==> src/hw/rtl/nrg_pkg.sv <==
// ----------------------------------------------------------------------------
// nrg_pkg: shared types and constants of the nonce replay guard
// Opcode and reason encodings, fixed field widths and the index-width helper.
// ----------------------------------------------------------------------------
package nrg_pkg;

   // Request opcodes
   typedef enum logic [1:0] {
      OP_CHECK     = 2'd0,
      OP_SET_EPOCH = 2'd1,
      OP_FLUSH_CTX = 2'd2,
      OP_FLUSH_ALL = 2'd3
   } opcode_type;

   // Response reason codes
   typedef enum logic [2:0] {
      RSN_ACCEPT    = 3'd0,
      RSN_STALE     = 3'd1,
      RSN_REPLAY    = 3'd2,
      RSN_EPOCH_SET = 3'd3,
      RSN_FLUSHED   = 3'd4
   } reason_type;

   localparam int unsigned OPCODE_W     = 2;
   localparam int unsigned CTX_IN_W     = 3;
   localparam int unsigned EPOCH_W      = 32;
   localparam int unsigned NONCE_WORD_W = 64;
   localparam int unsigned SLOT_OUT_W   = 4;
   localparam int unsigned QUEUE_DEPTH  = 2;

   // Width of an index into n entries, never below one bit
   function automatic int unsigned idx_width(input int unsigned n);
      return (n > 1) ? $clog2(n) : 1;
   endfunction

endpackage

==> src/hw/rtl/nrg_queue.sv <==
// ----------------------------------------------------------------------------
// nrg_queue: short request queue between front and back
// A small FIFO that lets intake and table processing stall independently.
// ----------------------------------------------------------------------------
module nrg_queue #(
   parameter int unsigned WIDTH = 8
) (
   input  logic             clock,
   input  logic             reset,
   input  logic             push_valid,
   output logic             push_ready,
   input  logic [WIDTH-1:0] push_data,
   output logic             pop_valid,
   input  logic             pop_ready,
   output logic [WIDTH-1:0] pop_data
);

   localparam int unsigned PW = nrg_pkg::idx_width(nrg_pkg::QUEUE_DEPTH);
   localparam int unsigned CNT_W = $clog2(nrg_pkg::QUEUE_DEPTH + 1);

   logic [WIDTH-1:0] slot_ff [nrg_pkg::QUEUE_DEPTH];
   logic [PW-1:0]    wr_ptr_ff;
   logic [PW-1:0]    wr_ptr_in;
   logic [PW-1:0]    rd_ptr_ff;
   logic [PW-1:0]    rd_ptr_in;
   logic [CNT_W-1:0] count_ff;
   logic [CNT_W-1:0] count_in;
   logic             push;
   logic             pop;

   assign push_ready = (count_ff != CNT_W'(nrg_pkg::QUEUE_DEPTH));
   assign pop_valid  = (count_ff != '0);
   assign push       = push_valid && push_ready;
   assign pop        = pop_valid && pop_ready;
   assign pop_data   = slot_ff[rd_ptr_ff];

   // Advance pointers and occupancy
   always_comb begin
      wr_ptr_in = push ? wr_ptr_ff + 1'b1 : wr_ptr_ff;
      rd_ptr_in = pop  ? rd_ptr_ff + 1'b1 : rd_ptr_ff;
      count_in  = count_ff;
      if (push && !pop) begin
         count_in = count_ff + 1'b1;
      end else if (pop && !push) begin
         count_in = count_ff - 1'b1;
      end
   end

   always_ff @(posedge clock) begin
      if (reset) begin
         wr_ptr_ff <= '0;
         rd_ptr_ff <= '0;
         count_ff  <= '0;
      end else begin
         wr_ptr_ff <= wr_ptr_in;
         rd_ptr_ff <= rd_ptr_in;
         count_ff  <= count_in;
      end
   end

   always_ff @(posedge clock) begin
      if (push) begin
         slot_ff[wr_ptr_ff] <= push_data;
      end
   end

endmodule

==> config.mk <==
export PLATFORM = sky130hd
export DESIGN_NAME = nrg_queue
export DESIGN_NICKNAME = d
export VERILOG_FILES = /design/src/hw/rtl/nrg_pkg.sv /design/src/hw/rtl/nrg_queue.sv
export SDC_FILE = /design/constraint.sdc
export NUM_CORES = 1
export LEC_CHECK = 0
export BUFFER_PORTS_ARGS = -buffer_cell sky130_fd_sc_hd__buf_2
export CORE_MARGIN = 5
export CORE_UTILIZATION = 44
export DETAILED_ROUTE_END_ITERATION = 6
export GPL_ROUTABILITY_DRIVEN = 0
export HOLD_SLACK_MARGIN = 0.15
export PLACE_DENSITY = 0.69
export RECOVER_POWER = 50
export SYNTH_ARGS = -nofsm -noshare
export SYNTH_HDL_FRONTEND = slang
export SYNTH_SLANG_ARGS = --single-unit
==> constraint.sdc <==
create_clock -name clock -period 1.4 [get_ports clock]
set_input_delay 0.28 -clock clock [delete_from_list [all_inputs] [get_ports clock]]
set_output_delay 0.28 -clock clock [all_outputs]
set_load 0.01 [all_outputs]
==> results.md <==
- Area contributors post-synth: edfxtp_1, dfxtp_1, mux2_2
- Status: complete, but fails checks
- RSZ-0062 raised after global routing: yes
- Slew @ Worst Pin: 315 ps
- Final-stage net count: 99
- Final-report setup violation count: 10
- Critical Path Max Stage Delay: 460 ps
- Share of layout cells above drive strength 1: 52.9%
- Design Power: 0.00205 W
- Routed WL: 1470 µm
- Count leader, synth: edfxtp_1
- Clk pin slew, worst setup/hold paths: 110 ps
- Pins Over Slew Limit: 0
- DPL Wire Length: 929 µm
- CP startpoint kind: flop
- First DRT Iteration DRCs: 16
- WP data required: 1120 ps
- Fillers: 124
- First-pass GRT wire length: 2260 µm
- Core area: 1730 µm²
- Routed Antenna Nets: 0
- Yosys reg bits: 21
- Critical Path Slowest Stage Cell: dfxtp_4
- Worst-path fanout max: 8
- Area grow syn2layout: 48.4%
- Die Footprint: 2790 µm²
- DRC: 0
- Critical path's top delay family: flip-flops
- Number of antenna violations at the first check in global routing: 0
- Top cell type by total area after synthesis: edfxtp_1
- Synth top cells by count: edfxtp_1, mux2_2, dfxtp_1
- Post-synthesis sequential area ratio: 72.0%
- Mapped Area: 806 µm²
- Synth warnings: 0
- Worst Setup Path Type: reg2out
- Port bufs: 21
- Pin count of the biggest net entering global routing: 12
- Failing checks: negative setup slack
- Max-Cap Viols: 0
- Min-delay worst type: in2reg
- Vias per cell: 4.65
- Crit path time final: 1480 ps
- Fin. Hold Viols: 0
- Share of the synthesized area in the top cell type: 59.6%
- Worst relative slew slack: 79.0%
- Critical path arrival: 1200 ps
- Fraction of registers with async set/reset: 0%
- Setup Slack @ Placement: -39.1 ps
- Slack of the critical path: -79.2 ps
- Post-Syn Area per Cell: 16.4 µm²
- Pwr dens: 1720 nW/µm²
- Register-to-register setup slack: -60 ps
- Number of synthesized flops with an enable pin: 16
- DR pass1 iterations: 4
- Die Y: 52.8 µm
- Pleak: 0.483 nW
- Clock root cell: clkbuf_4
- Number of CTS-inserted buffers: 3
- Synth Flop Type: edfxtp_1
- Clk_skew: 1.81 ps
- CTS tree: yes
- Initial core utilization: 46.7%
- DR WL/cell: 13.3 µm
- Gate Count Post-Synth: 49
- Clock Latency Late Sink: 290 ps
- Unique masters post-synth: 17
- # diodes: 0
- Via count: 512
- Ports: 22
- Grt ovf: 0
- Final period util: 106%
- Cell Chain, Critical Path: mux2_4 -> buf_6
- Vias in the first global route: 503
- Crit. End Element: primary output
- Die width: 52.8 µm
- CTS HTree Levels: 1
- Max Clk Rate: 676 MHz
- Site Rows: 15
- Max clock buf depth: 2
- CTS sink cnt: 21
- Syn Nets: 62
- Max VDD drop: 1.05 mV
- Share of the core filled with cells: 69.3%
- Critical path buffers and inverters: 1
- Gr usage total: 11.7%
-- cell type report --
type                       count  area [µm²]  share of cell area (%)
sequential                    21         589                    49.3
tap                           25        31.3                    2.62
clock buffer                   4        26.3                    2.20
timing repair buffer          33         270                    22.6
multi-input combinational     26         275                    23.0
inverter                       1        3.75                   0.314
-- layout by cell type (no fill, tap or decap), drive strengths merged --
cell type / count
a21oi: 2
inv: 1
a21bo: 1
and2: 1
ha: 1
dlygate4sd3: 6
nand2b: 1
buf: 23
or3: 1
mux2: 8
edfxtp: 16
dfxtp: 5
xor2: 3
or2: 1
clkbuf: 8
nor2: 3
and3: 1
o21ai: 2
nand3b: 1
-- what timing repair did --
item / 4_1_cts / 5_1_grt
pin swaps: 0 / 1
hold endpoints to repair: 0 / 12
setup endpoints to repair: 10 / 10
hold buffers: 0 / 6
gates resized for setup: 24 / 2
buffers inserted: 0 / 1
-- worst paths after layout --
check,start,end,depth (start not counted)
setup / recovery,flop,pop_data[6],2
hold / removal,reset,count_ff[1]$_SDFFE_PP0P_,2
setup reg to reg,count_ff[0]$_SDFFE_PP0P_,count_ff[1]$_SDFFE_PP0P_,6
hold reg to reg,rd_ptr_ff$_SDFFE_PP0P_,rd_ptr_ff$_SDFFE_PP0P_,2
-- metal layers --
layer | up-vias | wire length (µm) | GRT usage [%]
li1 | 251 | - | -
met2 | 14 | 710 | 18.0
met1 | 245 | 663 | 15.2
met5 | - | 0 | 0
met4 | 0 | 8 | 5.11
met3 | 2 | 83 | 3.42
-- worst register-to-register path, cell delays in order, from the launching register on --
cell	delay, ps
dfxtp_2	350
nand2b_4	140
and2_4	160
ha_4	160
xor2_2	140
or3_1	320
a21oi_1	130
-- state kept, by name, indices dropped and copies added, names as in the netlist, named ones only --
name	count
rd_ptr_ff	1
wr_ptr_ff	1
count_ff	2
slot_ff	16
-- cell families after synthesis --
| kind of cell | Yosys count | synth area share [%] |
|---|---|---|
| flip-flops | 21 | 72.1 |
| AND/OR/NAND/NOR | 9 | 7.14 |
| multiplexers | 8 | 11.2 |
| AO/OA/AOI/OAI | 5 | 3.73 |
| XOR/XNOR | 3 | 3.26 |
| buffers and inverters | 2 | 1.09 |
| adder cells (fa/ha/maj) | 1 | 1.55 |
-- where the power goes --
| part | leakage [nW] | switching, W | total, W | internal [W] |
|---|---|---|---|---|
| clock | 0.0150 | 0.000169 | 0.000280 | 0.000111 |
| sequential | 0.192 | 0.0000986 | 0.000906 | 0.000807 |
| combinational | 0.275 | 0.000320 | 0.000867 | 0.000547 |
| total | 0.483 | 0.000588 | 0.00205 | 0.00147 |
-- metrics by stage --
step           TNS (ps)  hold slack (ps)  std cells  cell area, µm²
6_report           -672              196        110            1200
4_1_cts            -721              164        103            1120
5_1_grt           -1310              170        110            1200
3_3_place_gp          0              467         99             991
3_5_place_dp      -39.1              471         99             991
2_1_floorplan         0              345         49             822
No activity file was read; power rests on OpenSTA's default activity.
