**config.mk**
```make
export PLATFORM = sky130hd
export DESIGN_NAME = nrg_front
export DESIGN_NICKNAME = d
export VERILOG_FILES = /design/src/hw/rtl/nrg_pkg.sv /design/src/hw/rtl/nrg_front.sv
export SDC_FILE = /design/constraint.sdc
export NUM_CORES = 1
export LEC_CHECK = 0
export ABC_AREA = 1
export BUFFER_PORTS_ARGS = -buffer_cell sky130_fd_sc_hd__buf_2
export CORE_AREA = 2 2 231 233
export DETAILED_ROUTE_END_ITERATION = 10
export DIE_AREA = 0 0 233 235
export PLACE_DENSITY = 0.42
export SLEW_MARGIN = 20
export SYNTH_ARGS = -nofsm -noshare
export SYNTH_HDL_FRONTEND = slang
export SYNTH_SLANG_ARGS = --single-unit
```
**constraint.sdc**
```tcl
create_clock -name clock -period 15.34 [get_ports clock]
set_clock_uncertainty 0.2 [all_clocks]
set_input_delay 0.767 -clock clock [delete_from_list [all_inputs] [get_ports clock]]
set_output_delay 0.767 -clock clock [all_outputs]
set_load 0.01 [all_outputs]
```
**src/hw/rtl/nrg_pkg.sv**
```systemverilog
// ----------------------------------------------------------------------------
// nrg_pkg: shared types and constants of the nonce replay guard
// Opcode and reason encodings, fixed field widths and the index-width helper.
// ----------------------------------------------------------------------------
package nrg_pkg;

   // Request opcodes
   typedef enum logic [1:0] {
      OP_CHECK     = 2'd0,
      OP_SET_EPOCH = 2'd1,
      OP_FLUSH_CTX = 2'd2,
      OP_FLUSH_ALL = 2'd3
   } opcode_type;

   // Response reason codes
   typedef enum logic [2:0] {
      RSN_ACCEPT    = 3'd0,
      RSN_STALE     = 3'd1,
      RSN_REPLAY    = 3'd2,
      RSN_EPOCH_SET = 3'd3,
      RSN_FLUSHED   = 3'd4
   } reason_type;

   localparam int unsigned OPCODE_W     = 2;
   localparam int unsigned CTX_IN_W     = 3;
   localparam int unsigned EPOCH_W      = 32;
   localparam int unsigned NONCE_WORD_W = 64;
   localparam int unsigned SLOT_OUT_W   = 4;
   localparam int unsigned QUEUE_DEPTH  = 2;

   // Width of an index into n entries, never below one bit
   function automatic int unsigned idx_width(input int unsigned n);
      return (n > 1) ? $clog2(n) : 1;
   endfunction

endpackage

```
**src/hw/rtl/nrg_front.sv**
```systemverilog
// ----------------------------------------------------------------------------
// nrg_front: request intake and classification
// Registers each request, decodes the opcode, folds the context onto the
// configured context count and keeps only the stored nonce words.
// ----------------------------------------------------------------------------
module nrg_front #(
   parameter int unsigned CONTEXTS    = 8,
   parameter int unsigned NONCE_WORDS = 4
) (
   input  logic                                    clock,
   input  logic                                    reset,
   input  logic                                    req_valid,
   output logic                                    req_ready,
   input  logic [nrg_pkg::OPCODE_W-1:0]            req_opcode,
   input  logic [nrg_pkg::CTX_IN_W-1:0]            req_context_id,
   input  logic [nrg_pkg::EPOCH_W-1:0]             req_epoch,
   input  logic [nrg_pkg::NONCE_WORD_W-1:0]        req_nonce_word0,
   input  logic [nrg_pkg::NONCE_WORD_W-1:0]        req_nonce_word1,
   input  logic [nrg_pkg::NONCE_WORD_W-1:0]        req_nonce_word2,
   input  logic [nrg_pkg::NONCE_WORD_W-1:0]        req_nonce_word3,
   output logic                                    out_valid,
   input  logic                                    out_ready,
   output nrg_pkg::opcode_type                     out_op,
   output logic [nrg_pkg::idx_width(CONTEXTS)-1:0] out_ctx,
   output logic [nrg_pkg::EPOCH_W-1:0]             out_epoch,
   output logic [NONCE_WORDS*nrg_pkg::NONCE_WORD_W-1:0] out_nonce
);

   localparam int unsigned CW         = nrg_pkg::idx_width(CONTEXTS);
   localparam int unsigned NONCE_BITS = NONCE_WORDS * nrg_pkg::NONCE_WORD_W;
   localparam int unsigned ALL_BITS   = 4 * nrg_pkg::NONCE_WORD_W;
   localparam int unsigned CTX_STEP   = CONTEXTS % 16;

   logic                            valid_ff;
   logic                            valid_in;
   nrg_pkg::opcode_type             op_ff;
   nrg_pkg::opcode_type             op_in;
   logic [CW-1:0]                   ctx_ff;
   logic [CW-1:0]                   ctx_in;
   logic [nrg_pkg::EPOCH_W-1:0]     epoch_ff;
   logic [NONCE_BITS-1:0]           nonce_ff;
   logic [NONCE_BITS-1:0]           nonce_in;
   logic [ALL_BITS-1:0]             nonce_all;
   logic [3:0]                      ctx_work;
   logic                            take;

   assign req_ready = !valid_ff || out_ready;
   assign take      = req_valid && req_ready;

   // Fold the context onto the context count by repeated subtraction
   always_comb begin
      ctx_work = {1'b0, req_context_id};
      for (int k = 0; k < 8; k++) begin
         if (CONTEXTS < 8 && ctx_work >= 4'(CTX_STEP)) begin
            ctx_work = ctx_work - 4'(CTX_STEP);
         end
      end
      ctx_in = CW'(ctx_work);
   end

   // Decode opcode and keep the stored nonce words
   assign op_in     = nrg_pkg::opcode_type'(req_opcode);
   assign nonce_all = {req_nonce_word3, req_nonce_word2, req_nonce_word1, req_nonce_word0};
   assign nonce_in  = nonce_all[NONCE_BITS-1:0];

   // Hold the request until the queue takes it
   always_comb begin
      valid_in = valid_ff;
      if (take) begin
         valid_in = 1'b1;
      end else if (out_ready) begin
         valid_in = 1'b0;
      end
   end

   always_ff @(posedge clock) begin
      if (reset) begin
         valid_ff <= 1'b0;
      end else begin
         valid_ff <= valid_in;
      end
   end

   always_ff @(posedge clock) begin
      if (take) begin
         op_ff    <= op_in;
         ctx_ff   <= ctx_in;
         epoch_ff <= req_epoch;
         nonce_ff <= nonce_in;
      end
   end

   assign out_valid = valid_ff;
   assign out_op    = op_ff;
   assign out_ctx   = ctx_ff;
   assign out_epoch = epoch_ff;
   assign out_nonce = nonce_ff;

endmodule

```
==> impl_metrics.toml <==
[run_status]
status = "finished clean"

[die]
core_sq_mm = 0.0522
rows = 84
die_w_um = 233
dieArea_sq_mm = 0.0548
die_y_um = 235
start_util_pct = 16.9
pin_count = 592

[worst_setup_path]
worstSetupEndpointType = "flip-flop"
critPathMostFrequentCell = "buf_4"
worst_path_max_delay_cell = "buf_4"
critPathTopFamily = "buffers and inverters"
crit_buf_inv = 5
reg2reg_to = "out_nonce[138]"
critPathMaxStageDelay_ps = 780
rr_startpoint = "out_valid"
rrSetupSlack_ps = 12190
startpoint_type = "input pin"
rr_worst_depth = 4
path_class = "in2reg"
required_ps = 15290
cp_max_fo = 64
path_cells = "buf_2 > inv_2 > a21oi_4 > buf_16 > buf_4 > buf_4"
arrival_ps = 3130

[synthesis]
synth.cell_area_sq_mm = 0.00885
yosysWarnings = 0
syn_nets = 596
synth.avg_cell_area_sq_um = 29.6
syn_inst = 299
synth_seq_cells = 294
yosysUniqueCellTypes = 7
seq_area_frac_synth_pct = 99.7

[placed_design]
port_buffers = 591
dp_cells = 1582
post-dp-hpwl_um = 21500
place_congestion = 0.777

[clock_tree]
clock-root-buffer = "clkbuf_16"
h-tree-depth = 2
cts_setup_buffers = 0
clkLatencyLatePin_ps = 510
clock_sinks = 294
cts_made_buffers = 34
cts-resized-gates = 0
hold_buffers = 0
clk_pin_slew_worst_paths_ps = 60
cts_tree = "done"
cts_max_path_buffers = 3

[finish]
drive_above_1_share_pct = 67.5
area_growth_pct = 56.3
fin_cells = 1648
fin_nets = 1228
fill_cells = 5404

[sta]
fmax_mhz = 314
final.period_utilization_pct = 20.7
tns_ps = 0
relSlewSlack_pct = 35.8
worstMarginPinSlew_ps = 964
hold_violations = 0
fin_crit_ps = 3180
slew_viol_final = 0
hold_ws_ps = 219
rsz0062_at_grt = "no"
setup_viol = 0

[drt]
detailedRoute.firstPassIterationCount = 4
num_vias = 5520
wl_um = 27600
routed_via_density = 3.35
routedWlPerCell_um = 16.8
drcViolationCount = 0
drt_iter0_drc = 213
ant_nets = 0

[power]
p_leak_uw = 0.00575
ir_worst_vdd_uv = 111
power.density_mw_per_mm2 = 135

[worst_hold_path]
worstHoldPathType = "in2reg"
hold_end = "out_nonce[84]"
hold_start = "req_nonce_word1[20]"
min_delay_path_depth = 1

[grt]
antenna_found_initial = 8
overflow = 0
grt_pass1_wl_um = 37800
track_usage_pct = 9.54
grt_start_max_net_pins = 75
grt_pass1_vias = 5839

[run]
drv_cap = 0
-- stage by stage --
stage / setup WS [ps] / power, uW / utilization [%] / instance area, sq um
after detailed placement: 11110 / 1110 / 24.3 / 12700
after global placement: 11130 / 1110 / 24.3 / 12700
after floorplan: 5300 / 1020 / - / 8850
final: 12160 / 1870 / 26.5 / 13800
after CTS: 11680 / 1910 / 26.4 / 13800
after global routing: 11990 / 1950 / 26.5 / 13800
-- report_power, final --
part	switching [uW]	internal, uW
clock network	313	472
registers	11.9	941
logic	76.6	56.7
total	402	1470
-- Yosys cell counts --
| cell | instances | area share [%] |
|---|---|---|
| a21oi_2 | 1 | 0.099 |
| inv_2 | 1 | 0.042 |
| inv_1 | 1 | 0.042 |
| a21oi_1 | 1 | 0.057 |
| edfxtp_1 | 293 | 99 |
| nand2_2 | 1 | 0.071 |
| dfxtp_1 | 1 | 0.23 |
-- cell type report --
class	count	area [sq um]	area share, %
inverters	2	7.51	0.0543
clock inverters	16	125	0.905
well taps	688	861	6.23
flip-flops and latches	294	8820	63.8
repair buffers	596	3020	21.8
clock buffers	46	960	6.94
multi-input cells	3	31.3	0.226
diodes	3	7.51	0.0543
-- logic make-up after synthesis --
kind of cell	after synthesis	share of synthesized area, %
simple gates	1	0.0708
flops	294	99.7
buf+inv	2	0.0848
compound gates	2	0.156
-- worst max-delay path by stage --
| stage | start | endpoint | depth (start not counted) |
|---|---|---|---|
| 6_report | out_ready | out_nonce[138] | 6 |
| 3_3_place_gp | out_ready | out_ctx[2] | 5 |
| 5_1_grt | out_valid | out_nonce[253] | 4 |
| 4_1_cts | out_valid | out_ctx[2] | 3 |
| 3_5_place_dp | out_ready | out_nonce[8] | 5 |
| 2_1_floorplan | out_ready | out_ctx[0] | 2 |
-- metal layers --
metal  vias to the layer above  track usage, %  share of wire [%]
met2                       336            17.2                 52
li1                       2494               -                  -
met4                         6            3.59                2.6
met3                        50            4.60                 11
met1                      2634            9.37                 34
met5                         -               0               0.15
-- flip-flops by register name, summed over array words and instances, names as in the netlist --
| name | flops |
|---|---|
| out_valid | 1 |
| out_op | 2 |
| out_nonce | 256 |
| out_epoch | 32 |
| out_ctx | 3 |
-- placed cells by master, fill, tap and decap left out --
cell,count
inv_2,1
inv_1,1
diode_2,3
buf_4,4
clkinv_2,6
clkinv_1,7
buf_2,591
nand2_2,1
dfxtp_1,1
a21oi_2,1
edfxtp_1,293
bufinv_16,2
clkinv_4,1
clkbuf_1,9
buf_16,1
a21oi_4,1
clkbuf_16,37
Power figures use the tool's default switching activity.
